[config.mk]
export PLATFORM = sky130hd
export DESIGN_NAME = bfrd_back
export DESIGN_NICKNAME = d
export VERILOG_FILES = /design/src/rtl/bfrd_pkg.sv /design/src/rtl/bfrd_back.sv
export VERILOG_INCLUDE_DIRS = /design/src /design/src/rtl
export SDC_FILE = /design/constraint.sdc
export NUM_CORES = 2
export LEC_CHECK = 0
export BUFFER_PORTS_ARGS = -buffer_cell sky130_fd_sc_hd__buf_2
export CAP_MARGIN = 15
export CORE_AREA = 2 2 461 463
export CTS_BUF_LIST = sky130_fd_sc_hd__clkbuf_16
export CTS_CLUSTER_DIAMETER = 120
export DETAILED_ROUTE_END_ITERATION = 8
export DIE_AREA = 0 0 463 465
export GPL_ROUTABILITY_DRIVEN = 0
export PLACE_DENSITY_LB_ADDON = 0.08
export SYNTH_ARGS = -nofsm -noshare
export SYNTH_HDL_FRONTEND = slang
export SYNTH_SLANG_ARGS = --single-unit
[constraint.sdc]
create_clock -name clk -period 25 [get_ports clk]
set_input_delay 1.25 -clock clk [delete_from_list [all_inputs] [get_ports clk]]
set_output_delay 1.25 -clock clk [all_outputs]
set_load 0.02 [all_outputs]
[src/rtl/black_frame_rms_detector_core_macros.svh]
// assertion macros shared by the black frame detector modules
`ifndef BLACK_FRAME_RMS_DETECTOR_CORE_MACROS_SVH
`define BLACK_FRAME_RMS_DETECTOR_CORE_MACROS_SVH

// condition that holds at every clock edge out of reset
`define BFRD_ASSERT_ALWAYS(label, cond, msg) \
  label: assert property (@(posedge clk) disable iff (rst) (cond)) else $error(msg);

// condition in one cycle implies a condition in the next
`define BFRD_ASSERT_NEXT(label, ante, cons, msg) \
  label: assert property (@(posedge clk) disable iff (rst) (ante) |=> (cons)) else $error(msg);

`endif

[src/rtl/bfrd_pkg.sv]
// shared types, register codes and constant helpers for the black frame detector
`timescale 1ns / 1ps

package bfrd_pkg;

  localparam int CFG_INDEX_W = 3;
  localparam int CFG_DATA_W  = 16;

  // configuration register indexes
  localparam logic [CFG_INDEX_W-1:0] REG_ROI_LEFT   = 3'd0;
  localparam logic [CFG_INDEX_W-1:0] REG_ROI_TOP    = 3'd1;
  localparam logic [CFG_INDEX_W-1:0] REG_ROI_WIDTH  = 3'd2;
  localparam logic [CFG_INDEX_W-1:0] REG_ROI_HEIGHT = 3'd3;
  localparam logic [CFG_INDEX_W-1:0] REG_ROW_SKIP   = 3'd4;
  localparam logic [CFG_INDEX_W-1:0] REG_THRESHOLD  = 3'd5;

  // largest effective row skip
  localparam logic [2:0] SKIP_LIMIT = 3'd5;

  // reciprocal shifts for division by the row spacing
  localparam int ROW_SHIFT  = 17;
  localparam int AREA_SHIFT = 29;

  typedef struct packed {
    logic [7:0]  luma;
    logic [11:0] pixel_col;
    logic [11:0] pixel_row;
    logic        frame_end;
  } pixel_t;

  typedef struct packed {
    logic        is_black;
    logic [39:0] sum_squares;
    logic [24:0] sample_count;
  } result_t;

  typedef struct packed {
    logic [11:0] roi_left;
    logic [11:0] roi_top;
    logic [12:0] roi_width;
    logic [12:0] roi_height;
    logic [2:0]  row_skip;
    logic [15:0] threshold_q8;
  } cfg_t;

  // one classified pixel handed from front to back
  typedef struct packed {
    logic        frame_end;
    logic [15:0] square;
  } entry_t;

  // row spacing: saturated skip plus one, 1..6
  function automatic logic [2:0] spacing(input logic [2:0] skip);
    spacing = (skip > SKIP_LIMIT) ? SKIP_LIMIT + 3'd1 : skip + 3'd1;
  endfunction

  // ceil(2^17 / d), exact quotient for values below 2^13
  function automatic logic [17:0] recip_row(input logic [2:0] d);
    unique case (d)
      3'd1:    recip_row = 18'd131072;
      3'd2:    recip_row = 18'd65536;
      3'd3:    recip_row = 18'd43691;
      3'd4:    recip_row = 18'd32768;
      3'd5:    recip_row = 18'd26215;
      default: recip_row = 18'd21846;
    endcase
  endfunction

  // ceil(2^29 / d), exact quotient for values below 2^26
  function automatic logic [29:0] recip_area(input logic [2:0] d);
    unique case (d)
      3'd1:    recip_area = 30'd536870912;
      3'd2:    recip_area = 30'd268435456;
      3'd3:    recip_area = 30'd178956971;
      3'd4:    recip_area = 30'd134217728;
      3'd5:    recip_area = 30'd107374183;
      default: recip_area = 30'd89478486;
    endcase
  endfunction

  // (phase + 1) mod d on narrow values
  function automatic logic [2:0] next_phase(input logic [2:0] phase, input logic [2:0] d);
    logic [3:0] v;
    v = {1'b0, phase} + 4'd1;
    for (int i = 0; i < 8; i++) begin
      if (v >= {1'b0, d}) begin
        v = v - {1'b0, d};
      end
    end
    next_phase = v[2:0];
  endfunction

endpackage

[src/rtl/bfrd_back.sv]
// back part: accumulates squares, judges the frame and holds the result
`timescale 1ns / 1ps
`include "black_frame_rms_detector_core_macros.svh"

module bfrd_back (
  input  logic              clk,
  input  logic              rst,
  input  bfrd_pkg::cfg_t    cfg,
  input  logic              q_empty,
  output logic              q_read,
  input  bfrd_pkg::entry_t  q_entry,
  output logic              empty,
  input  logic              pop,
  output bfrd_pkg::result_t result
);
  import bfrd_pkg::*;

  localparam logic [2:0] ST_ACC     = 3'd0;
  localparam logic [2:0] ST_AREA    = 3'd1;
  localparam logic [2:0] ST_COUNT   = 3'd2;
  localparam logic [2:0] ST_PRODUCT = 3'd3;
  localparam logic [2:0] ST_EMIT    = 3'd4;

  logic [2:0]  state;
  logic [2:0]  state_next;
  logic [2:0]  d;
  logic [39:0] sum;
  logic [40:0] sum_add;
  logic [39:0] sum_sat;
  logic        out_valid;
  logic        slot_free;
  logic        emit;

  logic [25:0] area;
  logic [31:0] thr_sq;
  logic [25:0] count;
  logic [57:0] limit;
  logic [55:0] count_prod;
  logic        black;

  assign d         = spacing(cfg.row_skip);
  assign q_read    = (state == ST_ACC) && !q_empty;
  assign slot_free = !out_valid || pop;
  assign emit      = (state == ST_EMIT) && slot_free;
  assign empty     = !out_valid;

  // saturating accumulate
  assign sum_add = {1'b0, sum} + 41'(q_entry.square);
  assign sum_sat = sum_add[40] ? '1 : sum_add[39:0];

  // sample count and threshold product
  assign count_prod = 56'(area) * 56'(recip_area(d));
  assign black      = 58'({sum, 16'h0000}) < limit;

  // frame-end sequencer
  always_comb begin
    state_next = state;
    unique case (state)
      ST_ACC: begin
        if (q_read && q_entry.frame_end) begin
          state_next = ST_AREA;
        end
      end
      ST_AREA:    state_next = ST_COUNT;
      ST_COUNT:   state_next = ST_PRODUCT;
      ST_PRODUCT: state_next = ST_EMIT;
      ST_EMIT: begin
        if (slot_free) begin
          state_next = ST_ACC;
        end
      end
      default:    state_next = ST_ACC;
    endcase
  end

  // control state and running sum
  always_ff @(posedge clk) begin
    if (rst) begin
      state     <= ST_ACC;
      sum       <= '0;
      out_valid <= 1'b0;
    end else begin
      state <= state_next;
      if (q_read) begin
        sum <= sum_sat;
      end else if (emit) begin
        sum <= '0;
      end
      if (emit) begin
        out_valid <= 1'b1;
      end else if (pop) begin
        out_valid <= 1'b0;
      end
    end
  end

  // arithmetic pipeline of the frame judgement
  always_ff @(posedge clk) begin
    if (state == ST_AREA) begin
      area   <= 26'(cfg.roi_width) * 26'(cfg.roi_height);
      thr_sq <= 32'(cfg.threshold_q8) * 32'(cfg.threshold_q8);
    end
    if (state == ST_COUNT) begin
      count <= count_prod[AREA_SHIFT +: 26];
    end
    if (state == ST_PRODUCT) begin
      limit <= 58'(thr_sq) * 58'(count);
    end
    if (emit) begin
      result.is_black     <= black;
      result.sum_squares  <= sum;
      result.sample_count <= count[24:0];
    end
  end

  `BFRD_ASSERT_NEXT(a_sum_cleared, emit, sum == '0, "sum not cleared after frame result")
  `BFRD_ASSERT_NEXT(a_result_source, !out_valid && (state != ST_EMIT), !out_valid, "result appeared outside emit")

endmodule

==> impl_metrics.toml <==
[timing]
slew_headroom = 0.249
tightest_slew_ns = 1.13
finalSetupViolCount = 0
tns_ns = 0
period_share = 0.398
hold_viol_final = 0
rsz0062_at_grt = "false"
fin_skew_ns = 0.0389
max_freq_ghz = 0.100
slew_violations = 0
period_needed_ns = 9.96

[synthesis]
synth_mux_area_frac = 0.000499
synth.largest_area_cell = "fa_1"
synth_top_family_by_area = "adder cells"
yosys-top-cells-count = "inv_1, fa_1, nand2_1"
yosysWarningCount = 0
synth_compound_area_frac = 0.0604
ys_top_cells_by_area = "fa_1, ha_1, edfxtp_1"
synth_area_um2 = 62700
syn-instance-count = 6579
ys_ff_latch = 251
synth.distinct_cells = 85
synthArstFlopShare = 0
synthXorXnorAreaFrac = 0.0216
yosysMostFrequentCell = "inv_1"
syn_avg_cell_area_um2 = 9.54
synthSimpleGateAreaFrac = 0.133
synth_fa_ha_area_frac = 0.559
ys.flop_type = "edfxtp_1"
seq_area_frac_synth = 0.113
synth_edf_count = 207
synth_top_area_frac = 0.435

[routing]
first_pass_iters = 6
drtIter0Drc = 1769
drc = 0
routedWlPerCell_um = 19.1
via_per_inst = 4.49
vias = 42500
ant_nets = 0
routed_wl_um = 180000

[global_route]
use_met2 = 0.290
first_global_vias = 47000
grt_pass1_wl_um = 282000
track_usage = 0.170
grt_max_degree = 60
grtUsageMet3 = 0.0142
gr-total-overflow = 0
grt_use_met1 = 0.237
grt-busiest-layer = "met2"
grt_antenna_before_repair = 7

[critical_path]
arrival_ns = 10.30
worstSetupStartpointType = "input pin"
required_ns = 25.34
critPathMaxStageDelay_ns = 0.64
end_kind = "flip-flop"
path_class = "in -> reg"
timing.rr.end = "limit[53]"
critPathSlowestCell = "fa_1"
r2r_start = "count[11]"
cp_max_fo = 26
crit_top_cell = "fa_1"
r2r_slack_ns = 16.55
reg2regPathDepth = 23

[cts]
clkSlewWorstSetupHoldPaths_ns = 0.05
post_cts_buffers = 0
clock_latency_ns = 0.62
root_buffer = "clkbuf_16"
clock-sinks = 251
cts_made_buffers = 38
cts_max_level = 2
post_cts_resized = 0
cts_buffer_depth = 3
cts_tree = "done"
cts_hold_buf = 0

[placed_design]
place_hpwl_um = 145000
port-buffer-count = 133
postPlaceCellArea_um2 = 66700

[floorplan]
die_w_um = 463
die_area_um2 = 215000
core_um2 = 211000
ios = 158
die_h_um = 465
rows = 169
initial_utilization = 0.298

[cells_and_area]
syn_to_final_growth_pct = 8.27
drive_gt1_frac = 0.0460
fill_cells = 22200
final_nets = 8676
final_area_um2 = 67900

[min_path]
hold_start = "count[2]"
hold_path_end = "result[2]"
hold_path_class = "reg -> reg"
min_path_cells = 0

[outcome]
status = "finished, final reports clean"

[job]
cap_violations = 0
==> cell families after synthesis <==
| group | count (synthesis) |
|---|---|
| other | 2 |
| AND/OR/NAND/NOR | 1736 |
| flip-flops | 251 |
| AO/OA/AOI/OAI | 576 |
| multiplexers | 3 |
| XOR/XNOR | 155 |
| adder cells (fa/ha/maj) | 1988 |
| buffers and inverters | 1868 |
==> placed cells by master (no fill, tap or decap), types with 44 or more instances in the layout <==
master       n
inv_1     1637
fa_1      1362
nand2_1    880
ha_1       626
and2_1     504
edfxtp_1   207
a21oi_1    162
buf_2      134
nor2_1     111
o21ai_0    105
xnor2_1    105
a21o_1      86
buf_4       74
xor2_1      50
dfxtp_1     44
==> per-layer routing <==
layer	part of all wire	routed length [µm]	vias to the layer above
met3	0.027	4920	129
li1	-	-	19900
met2	0.48	86200	567
met1	0.48	86000	21900
met5	0.00023	41	-
met4	0.017	3010	8
==> worst max-delay path, delay by kind of cell <==
| family | cells | cell delay [ns] |
|---|---|---|
| muxes | 1 | 0.10 |
| AOI/OAI and AO/OA | 8 | 2.46 |
| and+or+nand+nor | 5 | 0.99 |
| adders and majority gates | 9 | 4.49 |
| buffers and inverters | 8 | 0.98 |
==> worst max path at each step <==
stage | startpoint | endpoint | slack (ns) | cells past startpoint
after floorplan | cfg[17] | count[25] | 15.94 | 31
after global placement | cfg[16] | count[25] | 14.51 | 31
after detailed placement | cfg[16] | count[25] | 14.42 | 31
after CTS | cfg[16] | count[25] | 15.07 | 31
after global routing | cfg[16] | count[25] | 14.65 | 31
final | cfg[16] | count[25] | 15.04 | 31
==> area by class of cell <==
type,count,area (µm²),share of cell area
multi-input cells,4466,48700,0.717
flip-flops and latches,251,7100,0.104
diodes,4,10.0,0.000147
clock inverters,28,250,0.00368
inverters,1633,6130,0.0903
repair buffers,208,1230,0.0181
clock buffers,40,1000,0.0147
well taps,2821,3530,0.0520
==> per-stage QoR <==
step           hold slack, ns  std cells   util  worst slack [ns]
4_1_cts                 0.520       9447  0.322             15.07
3_5_place_dp            0.514       9379  0.316             14.42
6_report                0.523       9451  0.322             15.04
2_1_floorplan           0.449       6585      -             15.94
3_3_place_gp            0.515       9378  0.316             14.51
5_1_grt                 0.534       9450  0.322             14.65
==> registers in the layout, summed over array words and instances, names as in the netlist <==
| signal | flops |
|---|---|
| result | 66 |
| limit | 58 |
| sum | 40 |
| thr_sq | 31 |
| area | 26 |
| count | 26 |
| state | 3 |
| out_valid | 1 |
Power is left out: the tool's default activity adds up to more than one toggle a clock period on the data nets, which glitch-free logic cannot reach.
