File: config.mk
export PLATFORM = sky130hd
export DESIGN_NAME = bfrd_front
export DESIGN_NICKNAME = d
export VERILOG_FILES = /design/src/rtl/black_frame_rms_detector_core_macros.svh /design/src/rtl/bfrd_pkg.sv /design/src/rtl/bfrd_front.sv
export SDC_FILE = /design/constraint.sdc
export NUM_CORES = 1
export LEC_CHECK = 0
export BUFFER_PORTS_ARGS = -buffer_cell sky130_fd_sc_hd__buf_4
export CAP_MARGIN = 0
export CORE_ASPECT_RATIO = 0.75
export CORE_MARGIN = 4
export CORE_UTILIZATION = 60
export CTS_BUF_LIST = sky130_fd_sc_hd__clkbuf_16
export CTS_CLUSTER_DIAMETER = 40
export CTS_CLUSTER_SIZE = 25
export DETAILED_ROUTE_END_ITERATION = 12
export HOLD_SLACK_MARGIN = 0.02
export MAX_ROUTING_LAYER = met4
export PLACE_DENSITY = 0.88
export SYNTH_ARGS = -nofsm -noshare
export SYNTH_HDL_FRONTEND = slang
export SYNTH_SLANG_ARGS = --single-unit
File: constraint.sdc
create_clock -name clk -period 45.2 [get_ports clk]
set_input_delay 9.04 -clock clk [delete_from_list [all_inputs] [get_ports clk]]
set_output_delay 9.04 -clock clk [all_outputs]
set_load 0.02 [all_outputs]
File: src/rtl/black_frame_rms_detector_core_macros.svh
// assertion macros shared by the black frame detector modules
`ifndef BLACK_FRAME_RMS_DETECTOR_CORE_MACROS_SVH
`define BLACK_FRAME_RMS_DETECTOR_CORE_MACROS_SVH

// condition that holds at every clock edge out of reset
`define BFRD_ASSERT_ALWAYS(label, cond, msg) \
  label: assert property (@(posedge clk) disable iff (rst) (cond)) else $error(msg);

// condition in one cycle implies a condition in the next
`define BFRD_ASSERT_NEXT(label, ante, cons, msg) \
  label: assert property (@(posedge clk) disable iff (rst) (ante) |=> (cons)) else $error(msg);

`endif

File: src/rtl/bfrd_pkg.sv
// shared types, register codes and constant helpers for the black frame detector
`timescale 1ns / 1ps

package bfrd_pkg;

  localparam int CFG_INDEX_W = 3;
  localparam int CFG_DATA_W  = 16;

  // configuration register indexes
  localparam logic [CFG_INDEX_W-1:0] REG_ROI_LEFT   = 3'd0;
  localparam logic [CFG_INDEX_W-1:0] REG_ROI_TOP    = 3'd1;
  localparam logic [CFG_INDEX_W-1:0] REG_ROI_WIDTH  = 3'd2;
  localparam logic [CFG_INDEX_W-1:0] REG_ROI_HEIGHT = 3'd3;
  localparam logic [CFG_INDEX_W-1:0] REG_ROW_SKIP   = 3'd4;
  localparam logic [CFG_INDEX_W-1:0] REG_THRESHOLD  = 3'd5;

  // largest effective row skip
  localparam logic [2:0] SKIP_LIMIT = 3'd5;

  // reciprocal shifts for division by the row spacing
  localparam int ROW_SHIFT  = 17;
  localparam int AREA_SHIFT = 29;

  typedef struct packed {
    logic [7:0]  luma;
    logic [11:0] pixel_col;
    logic [11:0] pixel_row;
    logic        frame_end;
  } pixel_t;

  typedef struct packed {
    logic        is_black;
    logic [39:0] sum_squares;
    logic [24:0] sample_count;
  } result_t;

  typedef struct packed {
    logic [11:0] roi_left;
    logic [11:0] roi_top;
    logic [12:0] roi_width;
    logic [12:0] roi_height;
    logic [2:0]  row_skip;
    logic [15:0] threshold_q8;
  } cfg_t;

  // one classified pixel handed from front to back
  typedef struct packed {
    logic        frame_end;
    logic [15:0] square;
  } entry_t;

  // row spacing: saturated skip plus one, 1..6
  function automatic logic [2:0] spacing(input logic [2:0] skip);
    spacing = (skip > SKIP_LIMIT) ? SKIP_LIMIT + 3'd1 : skip + 3'd1;
  endfunction

  // ceil(2^17 / d), exact quotient for values below 2^13
  function automatic logic [17:0] recip_row(input logic [2:0] d);
    unique case (d)
      3'd1:    recip_row = 18'd131072;
      3'd2:    recip_row = 18'd65536;
      3'd3:    recip_row = 18'd43691;
      3'd4:    recip_row = 18'd32768;
      3'd5:    recip_row = 18'd26215;
      default: recip_row = 18'd21846;
    endcase
  endfunction

  // ceil(2^29 / d), exact quotient for values below 2^26
  function automatic logic [29:0] recip_area(input logic [2:0] d);
    unique case (d)
      3'd1:    recip_area = 30'd536870912;
      3'd2:    recip_area = 30'd268435456;
      3'd3:    recip_area = 30'd178956971;
      3'd4:    recip_area = 30'd134217728;
      3'd5:    recip_area = 30'd107374183;
      default: recip_area = 30'd89478486;
    endcase
  endfunction

  // (phase + 1) mod d on narrow values
  function automatic logic [2:0] next_phase(input logic [2:0] phase, input logic [2:0] d);
    logic [3:0] v;
    v = {1'b0, phase} + 4'd1;
    for (int i = 0; i < 8; i++) begin
      if (v >= {1'b0, d}) begin
        v = v - {1'b0, d};
      end
    end
    next_phase = v[2:0];
  endfunction

endpackage

File: src/rtl/bfrd_front.sv
// front part: accepts pixels, tests region and sampled row, squares luma
`timescale 1ns / 1ps

module bfrd_front (
  input  logic            clk,
  input  logic            rst,
  input  bfrd_pkg::cfg_t   cfg,
  input  logic            push,
  output logic            full,
  input  bfrd_pkg::pixel_t pixel,
  output logic            q_write,
  output bfrd_pkg::entry_t q_entry,
  input  logic            q_full
);
  import bfrd_pkg::*;

  logic [2:0]  d;
  logic [2:0]  frame_phase;
  logic        adv;
  logic        accept;

  logic [12:0] first_row;
  logic [11:0] col_off;
  logic        in_cols;
  logic        row_ok;
  logic [12:0] rel_full;

  logic        s1_valid;
  logic        s1_hit;
  logic [11:0] s1_rel;
  logic [7:0]  s1_luma;
  logic        s1_frame_end;

  logic [29:0] rel_prod;
  logic [30:0] h_prod;

  logic        s2_valid;
  logic        s2_hit;
  logic [11:0] s2_rel;
  logic [11:0] s2_q_rel;
  logic [12:0] s2_q_h;
  logic [7:0]  s2_luma;
  logic        s2_frame_end;

  logic [14:0] back_prod;
  logic        take;
  logic [15:0] square;

  assign d = spacing(cfg.row_skip);

  // whole pipe moves together unless the last stage is held by the queue
  assign adv    = !s2_valid || !q_full;
  assign full   = !adv;
  assign accept = push && adv;

  // region and row offset of the incoming pixel
  assign first_row = {1'b0, cfg.roi_top} + {10'b0, frame_phase};
  assign col_off   = pixel.pixel_col - cfg.roi_left;
  assign in_cols   = (pixel.pixel_col >= cfg.roi_left) && ({1'b0, col_off} < cfg.roi_width);
  assign row_ok    = {1'b0, pixel.pixel_row} >= first_row;
  assign rel_full  = {1'b0, pixel.pixel_row} - first_row;

  // frame phase steps on each accepted last pixel
  always_ff @(posedge clk) begin
    if (rst) begin
      frame_phase <= 3'd0;
    end else if (accept && pixel.frame_end) begin
      frame_phase <= next_phase(frame_phase, d);
    end
  end

  // stage one
  always_ff @(posedge clk) begin
    if (rst) begin
      s1_valid <= 1'b0;
    end else if (adv) begin
      s1_valid <= accept;
    end
  end

  always_ff @(posedge clk) begin
    if (adv) begin
      s1_hit       <= in_cols && row_ok;
      s1_rel       <= rel_full[11:0];
      s1_luma      <= pixel.luma;
      s1_frame_end <= pixel.frame_end;
    end
  end

  // quotients of row offset and region height by the spacing
  assign rel_prod = 30'(s1_rel) * 30'(recip_row(d));
  assign h_prod   = 31'(cfg.roi_height) * 31'(recip_row(d));

  // stage two
  always_ff @(posedge clk) begin
    if (rst) begin
      s2_valid <= 1'b0;
    end else if (adv) begin
      s2_valid <= s1_valid;
    end
  end

  always_ff @(posedge clk) begin
    if (adv) begin
      s2_hit       <= s1_hit;
      s2_rel       <= s1_rel;
      s2_q_rel     <= rel_prod[ROW_SHIFT +: 12];
      s2_q_h       <= h_prod[ROW_SHIFT +: 13];
      s2_luma      <= s1_luma;
      s2_frame_end <= s1_frame_end;
    end
  end

  // sampled row: offset is a multiple of the spacing and below the row count
  assign back_prod = 15'(s2_q_rel) * 15'(d);
  assign take      = s2_hit && (back_prod == {3'b0, s2_rel}) && ({1'b0, s2_q_rel} < s2_q_h);
  assign square    = 16'(s2_luma) * 16'(s2_luma);

  // only counted pixels and frame ends go to the back part
  assign q_write           = s2_valid && !q_full && (take || s2_frame_end);
  assign q_entry.frame_end = s2_frame_end;
  assign q_entry.square    = take ? square : 16'd0;

endmodule

==> results.md <==
- WP data arrival: 23.27 ns
- Worst Hold Class: flip-flop to flip-flop
- Routed vias: 13400
- Post-Synth Simple-Gate Area: 0.139
- Core Region: 0.0301 sq mm
- Post-Layout Cell Count: 2441
- Relative slew slack: 0.357
- Post-synthesis mux area share: 0.0143
- Max clock buf depth: 2
- Clock Skew: 0.00296 ns
- CP most frequent cell: a21oi_1
- Tcrit/Tclk final: 0.509
- Post-Syn Nets: 2602
- Post-Synth Adder-Cell Area: 0.506
- H-tree levels: 3
- CTS tree: done
- Layout Nets: 2699
- Fillers: 2339
- Vias in the first global route: 14300
- Mean Syn Cell Area: 9.43 sq um
- Clk sinks: 74
- Share of cells above drive strength 1: 0.0813
- I/O Buffers: 107
- Top post-synthesis cells by area: fa_1, ha_1, edfxtp_1, inv_1, and2_1
- Unrepaired setup endpoints after global routing: false
- Hold Violations, Final: 0
- Antenna cells: 0
- Final wirelength: 39700 um
- Post-CTS setup buffer count: 0
- Gpl congestion: 0.965
- Worst setup path class: primary input to flip-flop
- Initial antenna violation count: 0
- Largest net degree at the start of global routing: 72
- CP max FO: 17
- Max_cap viols: 0
- Wirelength per Cell: 16.3 um
- Antenna Nets Post-Route: 0
- Post-cts sizing count: 0
- Die area: 0.0334 sq mm
- Vias per inst: 5.47
- Distinct cells, synth: 68
- Critical-path top delay cell: fa_1
- Chip width: 210 um
- Final setup violation count: 0
- Area delta synth->final: 8.38%
- Post-Syn Area: 0.0183 sq mm
- Placed cells: 2425
- Register area share after synthesis: 0.119
- Total global-route track usage: 0.253
- Synth area leader: fa_1
- Clock Root Buffer: clkbuf_16
- Cts hold-fix bufs: 0
- Worst slew pin tran: 0.965 ns
- Initial Util: 0.607
- Yosys reg bits: 74
- Critical Path RT: 45.45 ns
- Syn Inst Count: 1940
- GRT Residual Overflow: 0
- Num ports: 125
- Core Rows: 55
- Asr flop ratio synth: 0
- DRC: 0
- Synth Area in XOR/XNOR: 0.0493
- Dpl hpwl: 34800 um
- Clock Latency Late Sink: 0.34 ns
- Final worst path period need: 23.02 ns
- Startpoint Class: primary input
- Fmax: 43.4 MHz
- Pre-Repair DR Iteration Count: 5
- Clock buffer count from CTS: 9
- First-pass GRT wire length: 67800 um
- Top cell type's share of synthesized area: 0.335
- Most frequent cell after synthesis: inv_1
- Synth top cells by count: inv_1, fa_1, ha_1
- Synth Flop Type: edfxtp_1
- Yosys warning count: 0
- Worst path max stage delay: 0.54 ns
- Clk pin slew, worst setup/hold paths: 0.06 ns
- Final Max Tran Viols: 0
- Number of synthesized flops with an enable pin: 69
- Crit end category: flip-flop
- Die height: 159 um
- First-iteration detailed-routing DRC count: 723
- Setup tns final: 0 ns
- Status: finished clean
- Post-synthesis compound-gate area fraction: 0.0754
- Largest family of logic cells by synthesized area: adder cells
## critical path, delay by kind of cell
family	cells	cell delay (ns)
AO/OA/AOI/OAI	22	4.59
multiplexers	8	2.39
adder cells (fa/ha/maj)	13	4.37
buffers and inverters	9	1.07
AND/OR/NAND/NOR	12	1.79
## worst paths after layout
path / cells past startpoint / end / startpoint / slack [ns]
worst min register to register: 0 / s2_luma[6]$_DFFE_PN_ / s1_luma[6]$_DFFE_PN_ / 0.42
worst min-delay path: 0 / s2_luma[6]$_DFFE_PN_ / s1_luma[6]$_DFFE_PN_ / 0.42
worst max register to register: 57 / frame_phase[1]$_SDFFE_PP0P_ / frame_phase[1]$_SDFFE_PP0P_ / 31.56
worst max-delay path: 64 / frame_phase[1]$_SDFFE_PP0P_ / cfg[17] / 22.18
## logic make-up after synthesis
| family | Yosys count |
|---|---|
| xor+xnor | 103 |
| other cells | 1 |
| simple gates | 504 |
| mux | 24 |
| flops | 74 |
| fa+ha+maj | 556 |
| buf+inv | 468 |
| compound gates | 210 |
## cells in the final DEF (no fill, tap or decap), types with 7 or more instances in the layout
cell type	n
clkbuf_16	9
a21oi_1	62
xnor2_1	68
nor2_1	86
a21o_1	34
nand4_1	14
and2_1	146
nand2b_1	12
or2_2	9
mux2_2	17
fa_1	306
xor2_1	35
inv_1	442
o21a_1	15
o211ai_1	8
nor2b_1	21
and3_1	8
nor3_1	24
buf_4	115
o21ai_0	40
edfxtp_1	69
mux2i_1	7
o21bai_1	7
nand2_1	145
nand3_1	18
ha_1	250
## sequential cells by signal, summed over array words and instances (netlist names), 3 cells and up
register and cells:
s2_luma 8, s2_q_rel 12, s2_rel 12, s1_luma 8
s2_q_h 13, frame_phase 3, s1_rel 12
## area by class of cell
class | instances | area, sq um | area share
Multi-Input combinational cell | 1398 | 14400 | 0.724
Sequential cell | 74 | 2170 | 0.110
Clock buffer | 9 | 225 | 0.0114
Inverter | 439 | 1650 | 0.0831
Tap cell | 399 | 499 | 0.0252
Timing Repair Buffer | 115 | 863 | 0.0435
Clock inverter | 7 | 63.8 | 0.00322
## stage by stage
| stage | utilization | hold WS (ns) | instance area (sq um) | worst slack (ns) |
|---|---|---|---|---|
| floorplan | - | 0.400 | 18300 | 22.90 |
| global placement | 0.648 | 0.404 | 19500 | 22.46 |
| detailed placement | 0.648 | 0.408 | 19500 | 22.02 |
| CTS | 0.658 | 0.418 | 19800 | 22.31 |
| global route | 0.658 | 0.422 | 19800 | 21.24 |
| finish | 0.658 | 0.416 | 19800 | 22.18 |
## per-layer routing
metal / global-route usage / vias up / wire (um)
met3: 0.0577 / 65 / 3210
met4: 0.0480 / 0 / 647
met1: 0.340 / 6557 / 17400
li1: - / 6314 / -
met5: - / - / 0
met2: 0.400 / 427 / 18400
Power is left out: the tool's default activity adds up to more than one toggle a clock period on the data nets, which glitch-free logic cannot reach.
