File: config.mk
export PLATFORM = sky130hd
export DESIGN_NAME = bfrd_queue
export DESIGN_NICKNAME = d
export VERILOG_FILES = /design/src/rtl/bfrd_pkg.sv /design/src/rtl/bfrd_queue.sv
export VERILOG_INCLUDE_DIRS = /design/src /design/src/rtl
export SDC_FILE = /design/constraint.sdc
export NUM_CORES = 1
export LEC_CHECK = 0
export BUFFER_PORTS_ARGS = -buffer_cell sky130_fd_sc_hd__buf_4
export CORE_MARGIN = 2
export CORE_UTILIZATION = 50
export DETAILED_ROUTE_END_ITERATION = 16
export GPL_TIMING_DRIVEN = 0
export MAX_ROUTING_LAYER = met4
export PLACE_DENSITY = 0.68
export SETUP_SLACK_MARGIN = 0.1
export SLEW_MARGIN = 0
export SYNTH_ARGS = -nofsm -noshare
export SYNTH_HDL_FRONTEND = slang
export SYNTH_SLANG_ARGS = --single-unit
File: constraint.sdc
create_clock -name clk -period 2.4 [get_ports clk]
set_clock_uncertainty 0.05 [all_clocks]
set_input_delay 0.48 -clock clk [delete_from_list [all_inputs] [get_ports clk]]
set_output_delay 0.48 -clock clk [all_outputs]
set_load 0.01 [all_outputs]
File: src/rtl/black_frame_rms_detector_core_macros.svh
// assertion macros shared by the black frame detector modules
`ifndef BLACK_FRAME_RMS_DETECTOR_CORE_MACROS_SVH
`define BLACK_FRAME_RMS_DETECTOR_CORE_MACROS_SVH

// condition that holds at every clock edge out of reset
`define BFRD_ASSERT_ALWAYS(label, cond, msg) \
  label: assert property (@(posedge clk) disable iff (rst) (cond)) else $error(msg);

// condition in one cycle implies a condition in the next
`define BFRD_ASSERT_NEXT(label, ante, cons, msg) \
  label: assert property (@(posedge clk) disable iff (rst) (ante) |=> (cons)) else $error(msg);

`endif

File: src/rtl/bfrd_pkg.sv
// shared types, register codes and constant helpers for the black frame detector
`timescale 1ns / 1ps

package bfrd_pkg;

  localparam int CFG_INDEX_W = 3;
  localparam int CFG_DATA_W  = 16;

  // configuration register indexes
  localparam logic [CFG_INDEX_W-1:0] REG_ROI_LEFT   = 3'd0;
  localparam logic [CFG_INDEX_W-1:0] REG_ROI_TOP    = 3'd1;
  localparam logic [CFG_INDEX_W-1:0] REG_ROI_WIDTH  = 3'd2;
  localparam logic [CFG_INDEX_W-1:0] REG_ROI_HEIGHT = 3'd3;
  localparam logic [CFG_INDEX_W-1:0] REG_ROW_SKIP   = 3'd4;
  localparam logic [CFG_INDEX_W-1:0] REG_THRESHOLD  = 3'd5;

  // largest effective row skip
  localparam logic [2:0] SKIP_LIMIT = 3'd5;

  // reciprocal shifts for division by the row spacing
  localparam int ROW_SHIFT  = 17;
  localparam int AREA_SHIFT = 29;

  typedef struct packed {
    logic [7:0]  luma;
    logic [11:0] pixel_col;
    logic [11:0] pixel_row;
    logic        frame_end;
  } pixel_t;

  typedef struct packed {
    logic        is_black;
    logic [39:0] sum_squares;
    logic [24:0] sample_count;
  } result_t;

  typedef struct packed {
    logic [11:0] roi_left;
    logic [11:0] roi_top;
    logic [12:0] roi_width;
    logic [12:0] roi_height;
    logic [2:0]  row_skip;
    logic [15:0] threshold_q8;
  } cfg_t;

  // one classified pixel handed from front to back
  typedef struct packed {
    logic        frame_end;
    logic [15:0] square;
  } entry_t;

  // row spacing: saturated skip plus one, 1..6
  function automatic logic [2:0] spacing(input logic [2:0] skip);
    spacing = (skip > SKIP_LIMIT) ? SKIP_LIMIT + 3'd1 : skip + 3'd1;
  endfunction

  // ceil(2^17 / d), exact quotient for values below 2^13
  function automatic logic [17:0] recip_row(input logic [2:0] d);
    unique case (d)
      3'd1:    recip_row = 18'd131072;
      3'd2:    recip_row = 18'd65536;
      3'd3:    recip_row = 18'd43691;
      3'd4:    recip_row = 18'd32768;
      3'd5:    recip_row = 18'd26215;
      default: recip_row = 18'd21846;
    endcase
  endfunction

  // ceil(2^29 / d), exact quotient for values below 2^26
  function automatic logic [29:0] recip_area(input logic [2:0] d);
    unique case (d)
      3'd1:    recip_area = 30'd536870912;
      3'd2:    recip_area = 30'd268435456;
      3'd3:    recip_area = 30'd178956971;
      3'd4:    recip_area = 30'd134217728;
      3'd5:    recip_area = 30'd107374183;
      default: recip_area = 30'd89478486;
    endcase
  endfunction

  // (phase + 1) mod d on narrow values
  function automatic logic [2:0] next_phase(input logic [2:0] phase, input logic [2:0] d);
    logic [3:0] v;
    v = {1'b0, phase} + 4'd1;
    for (int i = 0; i < 8; i++) begin
      if (v >= {1'b0, d}) begin
        v = v - {1'b0, d};
      end
    end
    next_phase = v[2:0];
  endfunction

endpackage

File: src/rtl/bfrd_queue.sv
// short queue of classified pixels between front and back parts
`timescale 1ns / 1ps
`include "black_frame_rms_detector_core_macros.svh"

module bfrd_queue #(
  parameter int DEPTH = 4
) (
  input  logic             clk,
  input  logic             rst,
  input  logic             write,
  input  bfrd_pkg::entry_t entry_in,
  output logic             full,
  input  logic             read,
  output bfrd_pkg::entry_t entry_out,
  output logic             empty
);
  import bfrd_pkg::*;

  localparam int PW = (DEPTH > 1) ? $clog2(DEPTH) : 1;
  localparam int CW = $clog2(DEPTH + 1);

  entry_t          entries [DEPTH];
  logic [PW-1:0]   wr_ptr;
  logic [PW-1:0]   rd_ptr;
  logic [CW-1:0]   count;
  logic            do_wr;
  logic            do_rd;

  assign full      = count == CW'(DEPTH);
  assign empty     = count == '0;
  assign do_wr     = write && !full;
  assign do_rd     = read && !empty;
  assign entry_out = entries[rd_ptr];

  // pointers and fill count
  always_ff @(posedge clk) begin
    if (rst) begin
      wr_ptr <= '0;
      rd_ptr <= '0;
      count  <= '0;
    end else begin
      if (do_wr) begin
        wr_ptr <= (wr_ptr == PW'(DEPTH - 1)) ? '0 : wr_ptr + PW'(1);
      end
      if (do_rd) begin
        rd_ptr <= (rd_ptr == PW'(DEPTH - 1)) ? '0 : rd_ptr + PW'(1);
      end
      if (do_wr && !do_rd) begin
        count <= count + CW'(1);
      end else if (do_rd && !do_wr) begin
        count <= count - CW'(1);
      end
    end
  end

  // storage
  always_ff @(posedge clk) begin
    if (do_wr) begin
      entries[wr_ptr] <= entry_in;
    end
  end

  `BFRD_ASSERT_ALWAYS(a_count_bound, count <= CW'(DEPTH), "queue count above depth")
  `BFRD_ASSERT_ALWAYS(a_no_write_full, !(write && full), "front wrote into a full queue")

endmodule

==> impl_results.md, run 1 <==
- Overall overflow remaining after global route: 0
- Ordered list of cells on the worst path: buf_6, buf_12, mux4_2, buf_4
- Synth Flop Type: edfxtp_1
- Aggregate negative setup slack: 0 ns
- Endpoint arrival time on the critical path: about 1.7 ns
- RSZ-0062 raised after global routing: true
- Number of endpoints with negative hold slack in the final report: 0
- Largest net degree at the start of global routing: 18
- Maximum clock rate: ~0.45 GHz
- Number of distinct standard cells referenced by the synthesized netlist: 27
- Gate Count Post-Synth: between 100 and 150
- Routability congestion estimate: around 0.71
- Vias in the first global route: around 1600
- Number of antenna violations at the first check in global routing: 0
- Final worst setup slack: between 0.15 and 0.2 ns
- Number of cell rows: 28
- Iteration-0 DRC count of the detailed router: 55
- Core region area: 5820 µm²
- Static power due to leakage: approximately 1.3 nW
- Core Util, Final: 0.625
- Die X-Extent: between 80 and 90 µm
- Warning count from the yosys run: 0
- Maximum capacitance violations: 0
- Post-Syn Area: slightly below 3000 µm²
- EDFF count, synth: 68
- Global-route usage over all layers: 0.166
- Drc violations: 0
- Port Buffer Count: 38
- Detailed-route via count: ~1500
- Routed WL: roughly 4.8 mm
- Startpoint type of the worst setup path: register
- Area of the die: 6540 µm²
- Post-detailed-route count of antenna-violating nets: 0
- Total placed instance area: about 3300 µm²
- PD cells: 1050 nW/µm²
- Mean routed wirelength per cell: between 15 and 20 µm
- Cell type of the slowest stage on the worst timing path: mux4_2
- Count of fill cells added during filler insertion: approximately 450
- Share of synthesized area occupied by flip-flops and latches: 0.752
- Worst-Skew Late Latency: between 0.3 and 0.4 ns
- Worst-case vdd ir drop: ~0.00059 V
- CTS tree: done
- Delay of the slowest critical-path stage: roughly 0.51 ns
- CTS clock-pin slew for the worst setup and hold paths: approximately 0.070 ns
- Setup slack at placement: about 0.11 ns
- Share of final-layout standard cells stronger than drive strength 1: 0.433
- Ant. Diodes: 0
- Relative slew slack: 0.378
- Mean number of vias per cell: 5.39
- CTS Root Buffer Type: clkbuf_8
- Syn Area/Cell: 21.3 µm²
- Sinks on the clock net: 77
- Async set-reset flop share out of synthesis: 0
- Worst Hold Class: primary input to register
- Final number of max-transition violations: 0
- Synth-to-Final Area Change: 23.0%
- Final critical-path required period: 2.21 ns
- Hold-fix buffers at CTS: 0
- Effective utilization at floorplan: 0.508
- Net count after synthesis: between 150 and 200
- Largest driver fanout on the critical path: 10
- H-tree depth: 3
- Setup Viol. Count Final: 0
- Worst hold slack after final layout: between 0.3 and 0.4 ns
- Number of nets in the layout: around 220
- Number of ports placed on the die boundary: 40
- Final period utilization: 0.922
- First-pass GRT wire length: around 7.5 mm
- Crit. End Element: output pin
- Total of flip-flops plus latches after synthesis: 77
- Required arrival time at the worst endpoint: about 1.9 ns
- Detailed-router iteration count before antenna repair: 4
- Actual transition at the worst max-transition pin: around 0.93 ns
- Outcome: finished, final reports clean
- Crit Path Class: register to output pin
- Number of clock buffers inserted by TritonCTS: 9
- Clock buffer depth: 2
- Half-perimeter wire length after placement: around 3.2 mm
- Area of all placed cells without fillers: about 3600 µm²
- Die height: 80.9 µm
## synth_stat cells, types with 2 or more instances
cell | count | share of area
edfxtp_1 | 68 | 0.69
buf_6 | 2 | 0.0076
inv_1 | 3 | 0.0038
xor2_1 | 2 | 0.0059
dfxtp_1 | 9 | 0.061
mux4_2 | 17 | 0.13
or3_1 | 2 | 0.0042
o31ai_2 | 2 | 0.0085
nor3_1 | 2 | 0.0034
nor2_1 | 3 | 0.0038
a21oi_1 | 3 | 0.0051
mux2i_1 | 2 | 0.0068
and3_1 | 4 | 0.0085
ha_1 | 6 | 0.025
nand3_1 | 2 | 0.0034
## state kept, by name (all words and copies together), names as in the netlist, named ones only
register and count:
entries 68, rd_ptr 2, count 3, wr_ptr 2
## power breakdown
| group | internal (mW) | leakage (nW) | total [mW] | switching [mW] |
|---|---|---|---|---|
| Clock | 0.719 | 0.121 | 1.14 | 0.420 |
| Combinational | 0.516 | 0.474 | 0.951 | 0.435 |
| Sequential | 1.64 | 0.699 | 1.71 | 0.0729 |
## metal layers
layer / wire length (µm) / vias up / GRT usage
met4: 56 / 0 / 0.0746
li1: - / 659 / -
met5: 0 / - / -
met1: 1890 / 751 / 0.181
met3: 176 / 5 / 0.0344
met2: 2680 / 36 / 0.293
## worst max-delay path: cells and delay by family (launching register included)
| family | cells | cell delay, ns |
|---|---|---|
| muxes | 1 | 0.51 |
| DFF | 1 | 0.35 |
| buffers and inverters | 3 | 0.49 |
## path summary, 6_finish.rpt
kind / to / depth (start not counted) / startpoint / slack (ns)
worst min-delay path: entries[3][7] / 1 / entry_in[7] / 0.30
worst min register to register: rd_ptr[0] / 2 / rd_ptr[0] / 0.47
worst max-delay path: entry_out[3] / 4 / register / 0.19
worst max register to register: count[2] / 10 / count[2] / 0.23
## through the flow
stage / std cells / total power, mW
floorplan: 139 / 2.27
global placement: 252 / 2.59
detailed placement: 252 / 2.64
CTS: 268 / 3.79
global route: 269 / 3.98
finish: 269 / 3.80
## cell type report
class,count,area [µm²],area share
Buffer,6,58.8,0.0162
Tap cell,75,93.8,0.0258
Clock buffer,12,145,0.0399
Clock inverter,4,95.1,0.0262
Sequential cell,77,2230,0.614
Multi-Input combinational cell,51,679,0.187
Timing Repair Buffer,39,293,0.0805
Inverter,5,37.5,0.0103
## cell families (layout without fill, tap and decap cells)
family,count (synthesis),in the layout,share of synthesized area
DFF,77,77,0.752
muxes,19,19,0.136
and+or+nand+nor,16,16,0.0296
buffers and inverters,11,66,0.0275
adders and majority gates,7,7,0.0322
AOI/OAI and AO/OA,7,7,0.0169
xor gates and xnor gates,2,2,0.00593
## timing repair
action                                  CTS  global route
gates cloned                              0             0
pin swaps                                 0             2
setup buffers                             0             1
endpoints found under the setup margin   11             7
resized for setup                         4            10
## cell usage in the layout (no fill, tap or decap), types with 2 or more instances in the layout
cell type / count
or3_1: 2
ha_1: 5
a21oi_1: 3
clkbuf_8: 10
buf_6: 2
buf_4: 39
inv_1: 3
mux4_2: 17
nand3_1: 2
mux2i_1: 2
dfxtp_4: 3
nor3_1: 2
and3_1: 4
clkbuf_1: 3
dfxtp_1: 6
edfxtp_1: 68
nor2_1: 3
bufinv_16: 3
xor2_1: 2
(Power assumes the default switching activity.)
==> inputs of run 2 (changes only) <==
REMOVE_ABC_BUFFERS = 1   (was default)
==> run 2 against run 1 <==
Compared with the run above:
- cell area is 4.2% lower
- sequential share of layout area grew 2.6 points
- sequential cell count is the same
- sequential power rose by 4%
- highest routed layer unchanged
- non-clock buffer count is 5 lower
- wire length decreased by 1.2%
==> impl_results.md, run 2 (synthesized netlist as in run 1, its figures left out) <==
- Relative slew slack: 0.389 (+0.0110)
- Total placed instance area: 3300 µm² (-1.1%)
- Setup Viol. Count Final: 0 (unchanged)
- Number of ports placed on the die boundary: 40 (unchanged)
- Final period utilization: 0.931 (+0.00905)
- Number of cell rows: 28 (unchanged)
- Tot Pwr: 3.36 mW (-12%)
- Crit. End Element: register
- Count of fill cells added during filler insertion: 464 (+4.0%)
- Effective utilization at floorplan: 0.508 (unchanged)
- Routability congestion estimate: 0.652 (-8.0%)
- Actual transition at the worst max-transition pin: 0.917 ns (-0.0164 ns)
- Global-route usage over all layers: 0.167 (+0.00113)
- Number of nets in the layout: 212 (-2.3%)
- Synth-to-Final Area Change: 17.8%
- Worst-Skew Late Latency: 0.33 ns (about the same)
- Endpoint arrival time on the critical path: 2.44 ns (+0.76 ns)
- Mean routed wirelength per cell: 18.0 µm (+0.66%)
- Outcome: finished, final reports clean
- Required arrival time at the worst endpoint: 2.61 ns (+0.74 ns)
- CTS clock-pin slew for the worst setup and hold paths: 0.08 ns (about the same)
- Final critical-path required period: 2.23 ns (+0.0217 ns)
- Largest register FFs: 68 (unchanged)
- Startpoint type of the worst setup path: register
- Core region area: 5820 µm² (unchanged)
- First-pass GRT wire length: 7.34 mm (-1.7%)
- Largest reg by FF count: entries
- Worst-case vdd ir drop: 0.000486 V (-17%)
- RSZ-0062 raised after global routing: false
- H-tree depth: 3 (unchanged)
- Area of the die: 6540 µm² (unchanged)
- Commonest non-fill, non-tap cells in the layout: 68 x edfxtp_1, 40 x buf_4, 17 x mux4_2
- Routed WL: 4.74 mm (-1.2%)
- Half-perimeter wire length after placement: 2.99 mm (-7.1%)
- Maximum clock rate: 0.448 GHz (-0.97%)
- Layer with the highest usage after global routing: met2
- Crit Path Class: register to register
- Port Buffer Count: 39 (+2.6%)
- Number of instances on the worst hold path: 1 (unchanged)
- Final worst setup slack: 0.166 ns (-0.0217 ns)
- Registers with the most flip-flops: entries x68, count x3
- Number of clock buffers inserted by TritonCTS: 9 (unchanged)
- Detailed-router iteration count before antenna repair: 4 (unchanged)
- Area of all placed cells without fillers: 3480 µm² (-4.2%)
- FF-to-FF path depth: 9 (-1)
- Maximum capacitance violations: 0 (unchanged)
- Setup slack at placement: -0.103 ns (-0.212 ns)
- Worst Hold Class: primary input to register
- CTS Root Buffer Type: clkbuf_8
- Core Util, Final: 0.599 (-0.0265)
- Number of antenna violations at the first check in global routing: 0 (unchanged)
- Largest net degree at the start of global routing: 18 (unchanged)
- Overall overflow remaining after global route: 0 (unchanged)
- Static power due to leakage: 1.22 nW (-5.4%)
- CTS tree: done
- Detailed-route via count: 1383 (-4.7%)
- Iteration-0 DRC count of the detailed router: 63 (+15%)
- Largest driver fanout on the critical path: 5 (-5)
- Most common cell after layout, fill and taps aside: edfxtp_1
- Clock buffer depth: 2 (unchanged)
- Ant. Diodes: 0 (unchanged)
- Met2 Track Usage GR: 0.274 (-0.0190)
- Number of endpoints with negative hold slack in the final report: 0 (unchanged)
- Vias in the first global route: 1492 (-5.3%)
- PD cells: 965 nW/µm² (-7.6%)
- M1 GR Usage: 0.191 (+0.00984)
- Sinks on the clock net: 77 (unchanged)
- Final number of max-transition violations: 0 (unchanged)
- Drc violations: 0 (unchanged)
- Post-detailed-route count of antenna-violating nets: 0 (unchanged)
- Met3 Usage GRT: 0.0333 (-0.00111)
- Share of final-layout standard cells stronger than drive strength 1: 0.423 (-0.00971)
- Die X-Extent: 80.9 µm (unchanged)
- Die height: 80.9 µm (unchanged)
- Mean number of vias per cell: 5.24 (-2.9%)
==> run 2: changes by cell type in the layout (fill, tap and decap cells not counted), sizes merged <==
| cell | delta |
|---|---|
| bufinv | -3 |
| clkbuf | -3 |
| buf | -2 |
| clkinv | +3 |
==> run 2: metal layers <==
metal | wire length [µm] | share of wire
met1 | 1880 | 0.40
met2 | 2580 | 0.54
met3 | 172 | 0.036
met4 | 111 | 0.023
met5 | 0 | 0
==> run 2: worst max-delay path, stage by stage (launching register included) <==
cell	delay, ns
dfxtp_2	0.35
or3b_4	0.28
clkinv_4	0.06
nor2_2	0.14
ha_2	0.22
inv_1	0.06
fa_1	0.38
xor2_1	0.16
or3_1	0.30
a21oi_1	0.16
==> run 2: area by class of cell <==
cell class              instances  area, µm²  share of cell area
well taps                      75       93.8              0.0269
multi-input cells              51        667               0.192
inverters                       5       37.5              0.0108
clock inverters                 4       17.5             0.00503
flip-flops and latches         77       2230               0.641
clock buffers                  12        135              0.0388
repair buffers                 40        300              0.0862
==> run 2: where the power goes <==
part	internal [mW]	switching (mW)
Sequential	1.64	0.147
Combinational	0.464	0.337
Clock	0.366	0.411
==> run 2: path summary, 6_finish.rpt <==
| path | start | endpoint | slack, ns |
|---|---|---|---|
| worst max-delay path | count[2] | count[2] | 0.17 |
| worst max register to register | count[2] | count[2] | 0.17 |
| worst min register to register | rd_ptr[0] | register | 0.44 |
| worst min-delay path | entry_in[8] | entries[2][8] | 0.29 |
==> run 2: stage by stage <==
step	TNS, ns	hold WS, ns	std cells
3_5_place_dp	-1.58	0.442	247
6_report	0	0.286	264
2_1_floorplan	0	0.406	133
4_1_cts	0	0.266	263
5_1_grt	0	0.269	264
3_3_place_gp	-0.785	0.422	247
==> run 2: repair_timing <==
action / in CTS / in global routing
resized for setup: 6 / 3
setup buffers: 0 / 1
endpoints found under the setup margin: 18 / 1
hold buffers: 0 / 0
